$ cat config.mk
export PLATFORM = sky130hd
export DESIGN_NAME = moving_average_convergence_detect
export DESIGN_NICKNAME = d
export VERILOG_FILES = /design/src/rtl/core/macd_pkg.sv /design/src/rtl/core/macd_ram.sv /design/src/rtl/core/moving_average_convergence_detect.sv
export VERILOG_INCLUDE_DIRS = /design/src /design/src/rtl/core
export SDC_FILE = /design/constraint.sdc
export NUM_CORES = 2
export LEC_CHECK = 0
export BUFFER_PORTS_ARGS = -buffer_cell sky130_fd_sc_hd__buf_2
export CAP_MARGIN = 20
export CORE_MARGIN = 1
export CORE_UTILIZATION = 30
export CTS_CLUSTER_DIAMETER = 150
export CTS_CLUSTER_SIZE = 8
export DETAILED_ROUTE_END_ITERATION = 10
export GPL_TIMING_DRIVEN = 0
export PLACE_DENSITY = 0.52
export SYNTH_ARGS = -nofsm -noshare
export SYNTH_HDL_FRONTEND = slang
export SYNTH_SLANG_ARGS = --single-unit
$ cat constraint.sdc
create_clock -name i_clk -period 6.6 [get_ports i_clk]
set_input_delay 0.33 -clock i_clk [delete_from_list [all_inputs] [get_ports i_clk]]
set_output_delay 0.33 -clock i_clk [all_outputs]
set_load 0.02 [all_outputs]
$ cat src/rtl/core/moving_average_convergence_detect_macros.svh
// ----------------------------------------------------------------------------
// Assertion macros for the moving average convergence detector
// Concurrent assertion wrappers; they compile away when NO_ASSERTIONS is set.
// ----------------------------------------------------------------------------
`ifndef MOVING_AVERAGE_CONVERGENCE_DETECT_MACROS_SVH
`define MOVING_AVERAGE_CONVERGENCE_DETECT_MACROS_SVH

`ifndef NO_ASSERTIONS

// condition holds at every clock edge out of reset
`define MACD_ASSERT(label, clk, rst_n, cond, msg) \
    label: assert property (@(posedge clk) disable iff (!rst_n) (cond)) else $error(msg);

// same-cycle implication
`define MACD_ASSERT_IMP(label, clk, rst_n, ante, cons, msg) \
    label: assert property (@(posedge clk) disable iff (!rst_n) (ante) |-> (cons)) \
        else $error(msg);

// next-cycle implication
`define MACD_ASSERT_NXT(label, clk, rst_n, ante, cons, msg) \
    label: assert property (@(posedge clk) disable iff (!rst_n) (ante) |=> (cons)) \
        else $error(msg);

`else

`define MACD_ASSERT(label, clk, rst_n, cond, msg)
`define MACD_ASSERT_IMP(label, clk, rst_n, ante, cons, msg)
`define MACD_ASSERT_NXT(label, clk, rst_n, ante, cons, msg)

`endif

`endif

$ cat src/rtl/core/macd_pkg.sv
// ----------------------------------------------------------------------------
// macd_pkg
// Widths, reset values, register indexes and state codes of the detector.
// ----------------------------------------------------------------------------
package macd_pkg;

    // default sizes
    localparam int unsigned MAX_WINDOW_DEF = 64;
    localparam int unsigned MAX_GENES_DEF  = 65536;

    // field and datapath widths
    localparam int unsigned FIT_W    = 32;
    localparam int unsigned TOTAL_W  = 48;
    localparam int unsigned MEAN_W   = 48;
    localparam int unsigned PERIOD_W = 7;
    localparam int unsigned WTOT_W   = MEAN_W + PERIOD_W;  // up to 127 means of 48 bits
    localparam int unsigned COEF_W   = 32;
    localparam int unsigned RUN_W    = 16;
    localparam int unsigned CFG_W    = 32;
    localparam int unsigned IDX_W    = 1;
    localparam int unsigned FRAC_W   = 16;
    localparam int unsigned DVD_W    = 64;   // dividend / quotient shift register
    localparam int unsigned DVS_W    = 48;   // divisor and partial remainder
    localparam int unsigned DCNT_W   = $clog2(DVD_W + 1);
    localparam int unsigned OUT_W    = COEF_W + MEAN_W;

    // reset and saturation values
    localparam logic [PERIOD_W-1:0]      PERIOD_RST   = 7'd10;
    localparam logic signed [COEF_W-1:0] MIN_COEF_RST = 32'sd65536;
    localparam logic signed [COEF_W-1:0] COEF_MAX     = 32'sh7FFF_FFFF;
    localparam logic signed [COEF_W-1:0] COEF_MIN     = 32'sh8000_0000;
    localparam logic signed [MEAN_W-1:0] MEAN_MAX     = 48'sh7FFF_FFFF_FFFF;
    localparam logic signed [MEAN_W-1:0] MEAN_MIN     = 48'sh8000_0000_0000;
    localparam logic [RUN_W-1:0]         RUN_MAX      = 16'hFFFF;

    // configuration register indexes
    typedef enum logic [IDX_W-1:0] {
        REG_WINDOW_PERIOD   = 1'b0,
        REG_MIN_COEFFICIENT = 1'b1
    } t_reg_idx;

    // sequencer states
    typedef enum logic [12:0] {
        S_IDLE      = 13'b0_0000_0000_0001,
        S_MEAN_LD   = 13'b0_0000_0000_0010,
        S_MEAN_DIV  = 13'b0_0000_0000_0100,
        S_MEAN_SAT  = 13'b0_0000_0000_1000,
        S_WIN_UPD   = 13'b0_0000_0001_0000,
        S_WIN_ADD   = 13'b0_0000_0010_0000,
        S_AVG_LD    = 13'b0_0000_0100_0000,
        S_AVG_DIV   = 13'b0_0000_1000_0000,
        S_RATIO_LD  = 13'b0_0001_0000_0000,
        S_RATIO_DIV = 13'b0_0010_0000_0000,
        S_RATIO_SAT = 13'b0_0100_0000_0000,
        S_CMP       = 13'b0_1000_0000_0000,
        S_DONE      = 13'b1_0000_0000_0000
    } t_state;

endpackage

$ cat src/rtl/core/macd_ram.sv
// ----------------------------------------------------------------------------
// macd_ram
// Generic single-write, single-read RAM with registered read data.
// ----------------------------------------------------------------------------
module macd_ram #(
    parameter int unsigned WIDTH = 48,
    parameter int unsigned DEPTH = 64,
    parameter int unsigned AW    = (DEPTH > 1) ? $clog2(DEPTH) : 1
) (
    input  logic             i_clk,
    input  logic             i_we,
    input  logic [AW-1:0]    i_waddr,
    input  logic [WIDTH-1:0] i_wdata,
    input  logic [AW-1:0]    i_raddr,
    output logic [WIDTH-1:0] o_rdata
);

    logic [WIDTH-1:0] r_mem [DEPTH];
    logic [WIDTH-1:0] r_rdata;

    // write port
    always_ff @(posedge i_clk) begin
        if (i_we) begin
            r_mem[i_waddr] <= i_wdata;
        end
    end

    // registered read port
    always_ff @(posedge i_clk) begin
        r_rdata <= r_mem[i_raddr];
    end

    assign o_rdata = r_rdata;

endmodule

$ cat src/rtl/core/moving_average_convergence_detect.sv
// ----------------------------------------------------------------------------
// moving_average_convergence_detect
// Per-generation mean of gene fitness, sliding window of generation means,
// Q16.16 ratio of the newest mean to the window mean and a below-threshold
// run counter that flags convergence.
// ----------------------------------------------------------------------------
//
// Channel  Dir  Payload                                      Transfer when
// -------  ---  -------------------------------------------  ----------------
// s_axis   in   tdata = fitness, tlast = last_gene           tvalid & tready
// m_axis   out  tdata = coefficient, generation_mean;        tvalid & tready
//               tuser = converged
// cfg      in   idx 0 = window_period, idx 1 = min_coefficient  we
//
// A gene without tlast adds to the sum; tready stays high while gene sums run.
// A gene with tlast runs up to three 64-step passes of the shared radix-2
// divider (generation mean, window mean, coefficient); tready stays low until
// the sequencer is back in idle. Only the mean pass runs while the window fills,
// and the coefficient pass is skipped when the window mean is zero.
// The result sits in an output register; the sequencer only waits on the
// m_axis side when a previous result has not been taken yet.
// Synchronous active-low reset; the window RAM is not cleared, only its fill
// count, so entries are never read before they are written.
//
`include "moving_average_convergence_detect_macros.svh"

module moving_average_convergence_detect #(
    parameter int unsigned MAX_WINDOW = macd_pkg::MAX_WINDOW_DEF,
    parameter int unsigned MAX_GENES  = macd_pkg::MAX_GENES_DEF
) (
    input  logic                         i_clk,
    input  logic                         i_rst_n,
    // configuration write port
    input  logic                         i_cfg_we,
    input  logic [macd_pkg::IDX_W-1:0]   i_cfg_idx,
    input  logic [macd_pkg::CFG_W-1:0]   i_cfg_data,
    // gene stream
    input  logic                         i_s_axis_tvalid,
    output logic                         o_s_axis_tready,
    input  logic [macd_pkg::FIT_W-1:0]   i_s_axis_tdata,   // [31:0] fitness
    input  logic                         i_s_axis_tlast,   // last_gene
    // result stream
    output logic                         o_m_axis_tvalid,
    input  logic                         i_m_axis_tready,
    output logic [macd_pkg::OUT_W-1:0]   o_m_axis_tdata,   // [31:0] coefficient,
                                                           // [79:32] generation_mean
    output logic                         o_m_axis_tuser    // converged
);

    import macd_pkg::*;

    localparam int unsigned CW   = $clog2(MAX_GENES + 1);
    localparam int unsigned PW   = $clog2(MAX_WINDOW + 1);
    localparam int unsigned AW   = (MAX_WINDOW > 1) ? $clog2(MAX_WINDOW) : 1;
    localparam int unsigned CMPW = (PW > PERIOD_W) ? PW : PERIOD_W;

    // control state
    t_state                     r_state, n_state;
    logic [PERIOD_W-1:0]        r_period;
    logic signed [COEF_W-1:0]   r_min_coef;
    logic signed [TOTAL_W-1:0]  r_total;
    logic [CW-1:0]              r_count;
    logic [PW-1:0]              r_fill;
    logic [AW-1:0]              r_head;
    logic signed [WTOT_W-1:0]   r_wtotal;
    logic signed [COEF_W-1:0]   r_ratio;
    logic [RUN_W-1:0]           r_run;
    logic [DCNT_W-1:0]          r_div_cnt;
    logic                       r_out_valid;

    // datapath
    logic [DVD_W-1:0]           r_div_dq, n_div_dq;
    logic [DVS_W-1:0]           r_div_rem, n_div_rem;
    logic [DVS_W-1:0]           r_div_dvs;
    logic                       r_div_neg;
    logic                       r_zero_cnt;
    logic signed [MEAN_W-1:0]   r_mean;
    logic                       r_out_conv;
    logic signed [COEF_W-1:0]   r_out_coef;
    logic signed [MEAN_W-1:0]   r_out_mean;

    logic                       w_in_xfer;
    logic                       w_out_free;
    logic [PW-1:0]              w_period;
    logic signed [TOTAL_W:0]    w_gene_sum;
    logic signed [TOTAL_W-1:0]  n_total;
    logic [TOTAL_W-1:0]         w_total_mag;
    logic [WTOT_W-1:0]          w_wtotal_mag;
    logic [MEAN_W-1:0]          w_mean_mag;
    logic [DVS_W:0]             w_div_shift;
    logic [DVS_W+1:0]           w_div_diff;
    logic signed [MEAN_W-1:0]   w_mean_sat;
    logic signed [COEF_W-1:0]   w_ratio_sat;
    logic [DVS_W-1:0]           w_q_low;
    logic [PW:0]                w_slot_sum;
    logic [PW:0]                w_slot_wrap;
    logic [AW-1:0]              w_slot;
    logic [PW-1:0]              w_head_inc;
    logic [AW-1:0]              w_head_nxt;
    logic                       w_fill_open;
    logic                       w_ram_we;
    logic [AW-1:0]              w_ram_waddr;
    logic [MEAN_W-1:0]          w_ram_rdata;

    assign w_in_xfer       = i_s_axis_tvalid && o_s_axis_tready;
    assign w_out_free      = !r_out_valid || i_m_axis_tready;
    assign o_s_axis_tready = (r_state == S_IDLE);
    assign o_m_axis_tvalid = r_out_valid;
    assign o_m_axis_tdata  = {r_out_mean, r_out_coef};
    assign o_m_axis_tuser  = r_out_conv;

    // effective window period, clamped to 1..MAX_WINDOW
    always_comb begin
        if (r_period == '0) begin
            w_period = PW'(1);
        end else if (CMPW'(r_period) > CMPW'(MAX_WINDOW)) begin
            w_period = PW'(MAX_WINDOW);
        end else begin
            w_period = PW'(r_period);
        end
    end

    // saturating generation sum
    always_comb begin
        w_gene_sum = {r_total[TOTAL_W-1], r_total}
                   + {{(TOTAL_W + 1 - FIT_W){i_s_axis_tdata[FIT_W-1]}}, i_s_axis_tdata};
        if (w_gene_sum[TOTAL_W] != w_gene_sum[TOTAL_W-1]) begin
            n_total = w_gene_sum[TOTAL_W] ? MEAN_MIN : MEAN_MAX;
        end else begin
            n_total = w_gene_sum[TOTAL_W-1:0];
        end
    end

    // magnitudes for the divider
    assign w_total_mag  = r_total[TOTAL_W-1]  ? TOTAL_W'(-r_total)  : TOTAL_W'(r_total);
    assign w_wtotal_mag = r_wtotal[WTOT_W-1]  ? WTOT_W'(-r_wtotal)  : WTOT_W'(r_wtotal);
    assign w_mean_mag   = r_mean[MEAN_W-1]    ? MEAN_W'(-r_mean)    : MEAN_W'(r_mean);

    // restoring divider step: one quotient bit per cycle
    always_comb begin
        w_div_shift = {r_div_rem, r_div_dq[DVD_W-1]};
        w_div_diff  = {1'b0, w_div_shift} - {2'b00, r_div_dvs};
        if (!w_div_diff[DVS_W+1]) begin
            n_div_rem = w_div_diff[DVS_W-1:0];
            n_div_dq  = {r_div_dq[DVD_W-2:0], 1'b1};
        end else begin
            n_div_rem = w_div_shift[DVS_W-1:0];
            n_div_dq  = {r_div_dq[DVD_W-2:0], 1'b0};
        end
    end

    // quotient saturation to Q32.16 and Q16.16
    assign w_q_low = r_div_dq[DVS_W-1:0];

    always_comb begin
        if (!r_div_neg) begin
            w_mean_sat = (|r_div_dq[DVD_W-1:MEAN_W-1]) ? MEAN_MAX : r_div_dq[MEAN_W-1:0];
        end else if ((|r_div_dq[DVD_W-1:MEAN_W])
                  || (r_div_dq[MEAN_W-1] && (|r_div_dq[MEAN_W-2:0]))) begin
            w_mean_sat = MEAN_MIN;
        end else begin
            w_mean_sat = MEAN_W'(-r_div_dq[MEAN_W-1:0]);
        end
    end

    always_comb begin
        if (!r_div_neg) begin
            w_ratio_sat = (|r_div_dq[DVD_W-1:COEF_W-1]) ? COEF_MAX : r_div_dq[COEF_W-1:0];
        end else if ((|r_div_dq[DVD_W-1:COEF_W])
                  || (r_div_dq[COEF_W-1] && (|r_div_dq[COEF_W-2:0]))) begin
            w_ratio_sat = COEF_MIN;
        end else begin
            w_ratio_sat = COEF_W'(-r_div_dq[COEF_W-1:0]);
        end
    end

    // ring pointers
    always_comb begin
        w_fill_open = (r_fill < w_period);
        w_slot_sum  = (PW + 1)'(r_head) + (PW + 1)'(r_fill);
        w_slot_wrap = (w_slot_sum >= {1'b0, w_period})
                    ? (w_slot_sum - {1'b0, w_period}) : w_slot_sum;
        w_slot      = w_slot_wrap[AW-1:0];
        w_head_inc  = PW'(r_head) + PW'(1);
        w_head_nxt  = (w_head_inc == w_period) ? '0 : w_head_inc[AW-1:0];
        w_ram_we    = (r_state == S_WIN_UPD);
        w_ram_waddr = w_fill_open ? w_slot : r_head;
    end

    // window of generation means; the oldest entry is read at the head
    macd_ram #(
        .WIDTH (MEAN_W),
        .DEPTH (MAX_WINDOW),
        .AW    (AW)
    ) u_window (
        .i_clk   (i_clk),
        .i_we    (w_ram_we),
        .i_waddr (w_ram_waddr),
        .i_wdata (r_mean),
        .i_raddr (r_head),
        .o_rdata (w_ram_rdata)
    );

    // sequencer next state
    always_comb begin
        n_state = r_state;
        case (r_state)
            S_IDLE:      if (w_in_xfer && i_s_axis_tlast) n_state = S_MEAN_LD;
            S_MEAN_LD:   n_state = S_MEAN_DIV;
            S_MEAN_DIV:  if (r_div_cnt == DCNT_W'(1)) n_state = S_MEAN_SAT;
            S_MEAN_SAT:  n_state = S_WIN_UPD;
            S_WIN_UPD:   n_state = S_WIN_ADD;
            S_WIN_ADD:   n_state = (r_fill == w_period) ? S_AVG_LD : S_CMP;
            S_AVG_LD:    n_state = S_AVG_DIV;
            S_AVG_DIV:   if (r_div_cnt == DCNT_W'(1)) n_state = S_RATIO_LD;
            S_RATIO_LD:  n_state = (w_q_low == '0) ? S_CMP : S_RATIO_DIV;
            S_RATIO_DIV: if (r_div_cnt == DCNT_W'(1)) n_state = S_RATIO_SAT;
            S_RATIO_SAT: n_state = S_CMP;
            S_CMP:       n_state = S_DONE;
            S_DONE:      if (w_out_free) n_state = S_IDLE;
            default:     n_state = S_IDLE;
        endcase
    end

    // control registers
    always_ff @(posedge i_clk) begin
        if (!i_rst_n) begin
            r_state     <= S_IDLE;
            r_period    <= PERIOD_RST;
            r_min_coef  <= MIN_COEF_RST;
            r_total     <= '0;
            r_count     <= '0;
            r_fill      <= '0;
            r_head      <= '0;
            r_wtotal    <= '0;
            r_ratio     <= COEF_MAX;
            r_run       <= '0;
            r_div_cnt   <= '0;
            r_out_valid <= 1'b0;
        end else begin
            r_state <= n_state;

            // result register: loaded from the done state, emptied by a transfer
            if ((r_state == S_DONE) && w_out_free) begin
                r_out_valid <= 1'b1;
            end else if (i_m_axis_tready) begin
                r_out_valid <= 1'b0;
            end

            case (r_state)
                S_IDLE: begin
                    if (w_in_xfer && (r_count < CW'(MAX_GENES))) begin
                        r_total <= n_total;
                        r_count <= r_count + CW'(1);
                    end
                end
                S_MEAN_LD: begin
                    r_total   <= '0;
                    r_count   <= '0;
                    r_div_cnt <= DCNT_W'(DVD_W);
                end
                S_MEAN_DIV, S_AVG_DIV, S_RATIO_DIV: begin
                    r_div_cnt <= r_div_cnt - DCNT_W'(1);
                end
                S_WIN_UPD: begin
                    if (w_fill_open) begin
                        r_fill <= r_fill + PW'(1);
                    end else begin
                        r_wtotal <= r_wtotal
                                  - {{(WTOT_W - MEAN_W){w_ram_rdata[MEAN_W-1]}}, w_ram_rdata};
                        r_head   <= w_head_nxt;
                    end
                end
                S_WIN_ADD: begin
                    r_wtotal <= r_wtotal + {{(WTOT_W - MEAN_W){r_mean[MEAN_W-1]}}, r_mean};
                end
                S_AVG_LD: begin
                    r_div_cnt <= DCNT_W'(DVD_W);
                end
                S_RATIO_LD: begin
                    if (w_q_low == '0) begin
                        r_ratio <= COEF_MAX;
                    end else begin
                        r_div_cnt <= DCNT_W'(DVD_W);
                    end
                end
                S_RATIO_SAT: begin
                    r_ratio <= w_ratio_sat;
                end
                S_CMP: begin
                    if (r_ratio < r_min_coef) begin
                        if (r_run != RUN_MAX) begin
                            r_run <= r_run + RUN_W'(1);
                        end
                    end else begin
                        r_run <= '0;
                    end
                end
                default: begin
                end
            endcase

            // configuration writes; a new period empties the window
            if (i_cfg_we) begin
                case (t_reg_idx'(i_cfg_idx))
                    REG_WINDOW_PERIOD: begin
                        r_period <= i_cfg_data[PERIOD_W-1:0];
                        r_fill   <= '0;
                        r_head   <= '0;
                        r_wtotal <= '0;
                    end
                    REG_MIN_COEFFICIENT: begin
                        r_min_coef <= i_cfg_data;
                    end
                    default: begin
                    end
                endcase
            end
        end
    end

    // divider operands and result payload
    always_ff @(posedge i_clk) begin
        case (r_state)
            S_MEAN_LD: begin
                r_div_dq   <= {w_total_mag, FRAC_W'(0)};
                r_div_dvs  <= DVS_W'(r_count);
                r_div_rem  <= '0;
                r_div_neg  <= r_total[TOTAL_W-1];
                r_zero_cnt <= (r_count == '0);
            end
            S_MEAN_DIV, S_AVG_DIV, S_RATIO_DIV: begin
                r_div_dq  <= n_div_dq;
                r_div_rem <= n_div_rem;
            end
            S_MEAN_SAT: begin
                r_mean <= r_zero_cnt ? '0 : w_mean_sat;
            end
            S_AVG_LD: begin
                r_div_dq  <= DVD_W'(w_wtotal_mag);
                r_div_dvs <= DVS_W'(w_period);
                r_div_rem <= '0;
                r_div_neg <= r_wtotal[WTOT_W-1];
            end
            S_RATIO_LD: begin
                // window mean magnitude is the quotient; its sign is the total's
                r_div_dq  <= {w_mean_mag, FRAC_W'(0)};
                r_div_dvs <= w_q_low;
                r_div_rem <= '0;
                r_div_neg <= r_mean[MEAN_W-1] ^ r_div_neg;
            end
            S_DONE: begin
                if (w_out_free) begin
                    r_out_conv <= (r_run == RUN_W'(w_period));
                    r_out_coef <= r_ratio;
                    r_out_mean <= r_mean;
                end
            end
            default: begin
            end
        endcase
    end

    // checks
    `MACD_ASSERT(a_fill_bound, i_clk, i_rst_n, r_fill <= w_period, "window fill above period")
    `MACD_ASSERT(a_head_bound, i_clk, i_rst_n, PW'(r_head) < w_period, "window head out of ring")
    `MACD_ASSERT_IMP(a_div_cnt_state, i_clk, i_rst_n, r_div_cnt != '0,
        (r_state == S_MEAN_DIV) || (r_state == S_AVG_DIV) || (r_state == S_RATIO_DIV),
        "divider count live outside a divide pass")
    `MACD_ASSERT_IMP(a_out_from_done, i_clk, i_rst_n, $rose(r_out_valid),
        $past(r_state) == S_DONE, "result raised outside the done state")
    `MACD_ASSERT_NXT(a_last_stalls, i_clk, i_rst_n, w_in_xfer && i_s_axis_tlast,
        !o_s_axis_tready, "input still ready after a closing gene")

endmodule
==> flow_summary.toml <==
[status]
status = "complete, but fails checks"
violations = "design-rule violations"

[floorplanning]
die_y_um = 722
start_util_pct = 30.1
coreArea_sq_mm = 0.517
dieWidth_um = 722
fp.dieArea_sq_mm = 0.522
ios = 154
rows = 264

[placed_design]
hpwlAfterDp_um = 385000
portBuffers = 153
globalplace.congestion = 0.931

[logic_synthesis]
async_reset_ff_share_pct = 0
synth-edff-count = 3363
ys_ff_latch = 3652
ys_types = 82
syn_inst = 9079
synth_top_flop_cell = "edfxtp_1"
syn_area_sq_mm = 0.156
yosysSeqAreaShare_pct = 68.6
syn_area_per_cell_sq_um = 17.1
synth_nets = 9422
yosys_warnings = 0

[worst_setup_path]
timing.critical_path.buf_inv = 3
path_max_fanout = 16
start_kind = "register"
cp_top_family = "simple AND/OR/NAND/NOR gates"
cp_cell_sequence = "inv_1 > nand2_1 > ha_1 > and4_1 > a221o_1 > a21o_1 > a21oi_1 > nand2_1 > mux2i_1 > mux2i_1 > nor2b_1 > nand2_1 > nor2_4 > buf_12 > buf_16"
cp_data_required_time_ns = 7.30
slowest_delay_ns = 0.77
cp_slowest_cell = "dfxtp_1"
critPathMostFrequentCell = "nand2_1"
crit_type = "reg -> reg"
cp-end-kind = "register"
cp_data_arrival_time_ns = 7.10

[run]
maxCapViolCount = 0

[clocking]
h-tree-depth = 6
ctsLongestPathBuffers = 4
clock_sinks = 3652
insertion_delay_ns = 1.04
cts_tree = "done"
root_buffer = "clkbuf_16"
cts-buffers-inserted = 526
clkTransAtPathRegs_ns = 0.05

[routing]
vias = 93511
wl_per_cell_um = 30.5
first_iter_violations = 10083
ant_nets = 0
routed_wl_um = 534000
first_pass_iters = 11
viasPerCell = 5.34
route.detailed.drc = 36

[sta]
maxSlewViolCount = 0
setup_violations = 0
rsz0062_at_grt = "false"
hold_viol_final = 0
fmax_mhz = 156
finClkSkew_ns = 0.0652
maxSlewHeadroom_pct = 18.2
fin_setup_tns_ns = 0
worst_pin_slew_ns = 1.23
hold_ws_ns = 0.0259
fin_crit_sh_pct = 97.0
period_needed_ns = 6.40

[power_and_ir_drop]
ir_drop_v = 0.000253
leakagePower_uw = 0.0616
p_per_area_mw_per_mm2 = 274

[global_routing]
grt_pass1_vias = 93485
grt_max_degree = 59
antenna_found_initial = 66
groute.usage.overall_pct = 19.9
grt_pass1_wl_um = 737000
grt-ovfl-total = 0

[finish]
final_cell_mix = "edfxtp_1 (3363), mux4_2 (1008), clkbuf_16 (530)"
final_common_cell = "edfxtp_1"
syn_to_final_growth_pct = 22.8
fin_nets = 10706
drive_above_1_share_pct = 23.3

[worst_hold_path]
hold_path_class = "in -> reg"
[cell families after synthesis]
kind of cell	Yosys count	share of synthesized area, %
buf+inv	668	1.61
simple gates	1646	4.97
flops	3652	68.6
compound gates	1423	5.68
mux	1050	14.9
fa+ha+maj	272	2.22
xor+xnor	368	2.07
[repair_timing]
item | in CTS | in global routing
endpoints found under the hold margin | 58 | 0
resized for setup | 3 | 5
hold buffers | 57 | 0
setup buffers | 143 | 42
setup endpoints to repair | 2257 | 372
pin swaps | 46 | 11
[Yosys cell counts (all sizes together), types with 27 or more instances]
cell / n / area share (%)
edfxtp: 3363 / 65
mux4: 1008 / 15
nor2: 513 / 1.2
nand2: 500 / 1.2
a21oi: 409 / 1.3
o21ai: 389 / 1.3
clkbuf: 370 / 0.89
dfxtp: 289 / 3.7
ha: 266 / 2.1
inv: 208 / 0.50
xor2: 190 / 1.1
xnor2: 178 / 1.0
a21o: 119 / 0.57
nand3: 119 / 0.38
buf: 89 / 0.22
or3: 74 / 0.31
a31oi: 67 / 0.27
nor3: 67 / 0.22
o31ai: 59 / 0.29
a22oi: 54 / 0.26
nand4: 53 / 0.21
and2: 49 / 0.20
a221oi: 47 / 0.26
nand2b: 43 / 0.17
mux2i: 41 / 0.26
a211oi: 39 / 0.19
and3: 38 / 0.15
nor2b: 38 / 0.15
nor4: 34 / 0.14
o21a: 32 / 0.15
or4: 32 / 0.17
o22ai: 31 / 0.12
or2: 30 / 0.12
o41ai: 27 / 0.15
[registers in the layout, summed over array words and instances (netlist names), 32 cells and up]
name,count
r_div_dvs,48
r_mean,48
r_out_mean,48
r_out_coef,32
r_div_dq,64
r_ratio,32
r_div_rem,48
r_total,48
r_wtotal,55
u_window.r_mem,3072
u_window.o_rdata,48
r_min_coef,32
[worst register-to-register path, stage by stage, from the launching register on]
cell and delay [ns]:
dfxtp_1 0.77, inv_1 0.36, nand2_1 0.55, ha_1 0.39, and4_1 0.20, a221o_1 0.35
a21o_1 0.18, a21oi_1 0.14, nand2_1 0.24, mux2i_1 0.71, mux2i_1 0.43, nor2b_1 0.30
nand2_1 0.58, nor2_4 0.41, buf_12 0.23, buf_16 0.21
[stage by stage]
step / std cells / instance area (sq um) / setup WS, ns / utilization (%) / total power (uW)
after global routing: 17478 / 191000 / 0.0972 / 37.0 / 54000
final: 17498 / 191000 / 0.196 / 37.0 / 52400
after floorplan: 9079 / 156000 / 0.451 / - / 27100
after detailed placement: 16483 / 173000 / -0.657 / 33.5 / 27800
after global placement: 16148 / 165000 / -4.51 / 31.9 / 27800
after CTS: 17407 / 190000 / 0.0910 / 36.8 / 52900
[where the power goes]
group / internal (uW) / leakage, uW / switching, uW
clock network: 14700 / 0.00721 / 10300
logic: 754 / 0.0217 / 1390
registers: 25100 / 0.0327 / 212
total: 40600 / 0.0616 / 11900
[final cells by class]
class	count	area, sq um
fill	47558	326000
antenna	22	55.1
sequential	3652	107000
clock buffer	668	13800
timing repair buffer	757	11200
buffer	458	1760
multi-input combinational	4759	46900
tap	6916	8650
inverter	209	785
clock inverter	57	1210
[final timing paths]
check | slack, ns | end | cells after the start | start
worst min-delay path | 0.03 | r_total[3] | 5 | i_s_axis_tdata[3]
worst max-delay path | 0.20 | u_window.r_mem[3][6] | 15 | r_period[6]
worst min register to register | 0.45 | r_min_coef[3] | 2 | r_min_coef[3]
worst max register to register | 0.20 | u_window.r_mem[3][6] | 15 | r_period[6]
[per-layer routing]
| metal | track usage [%] | wire length [um] | up-vias | part of all wire (%) |
|---|---|---|---|---|
| met4 | 7.83 | 22700 | 12 | 4.3 |
| met1 | 26.1 | 217000 | 49612 | 41 |
| met3 | 3.10 | 35000 | 905 | 6.6 |
| met2 | 33.2 | 259000 | 3864 | 49 |
| met5 | 0 | 90 | - | 0.017 |
| li1 | - | - | 39118 | - |
No activity file was read; power rests on OpenSTA's default activity.
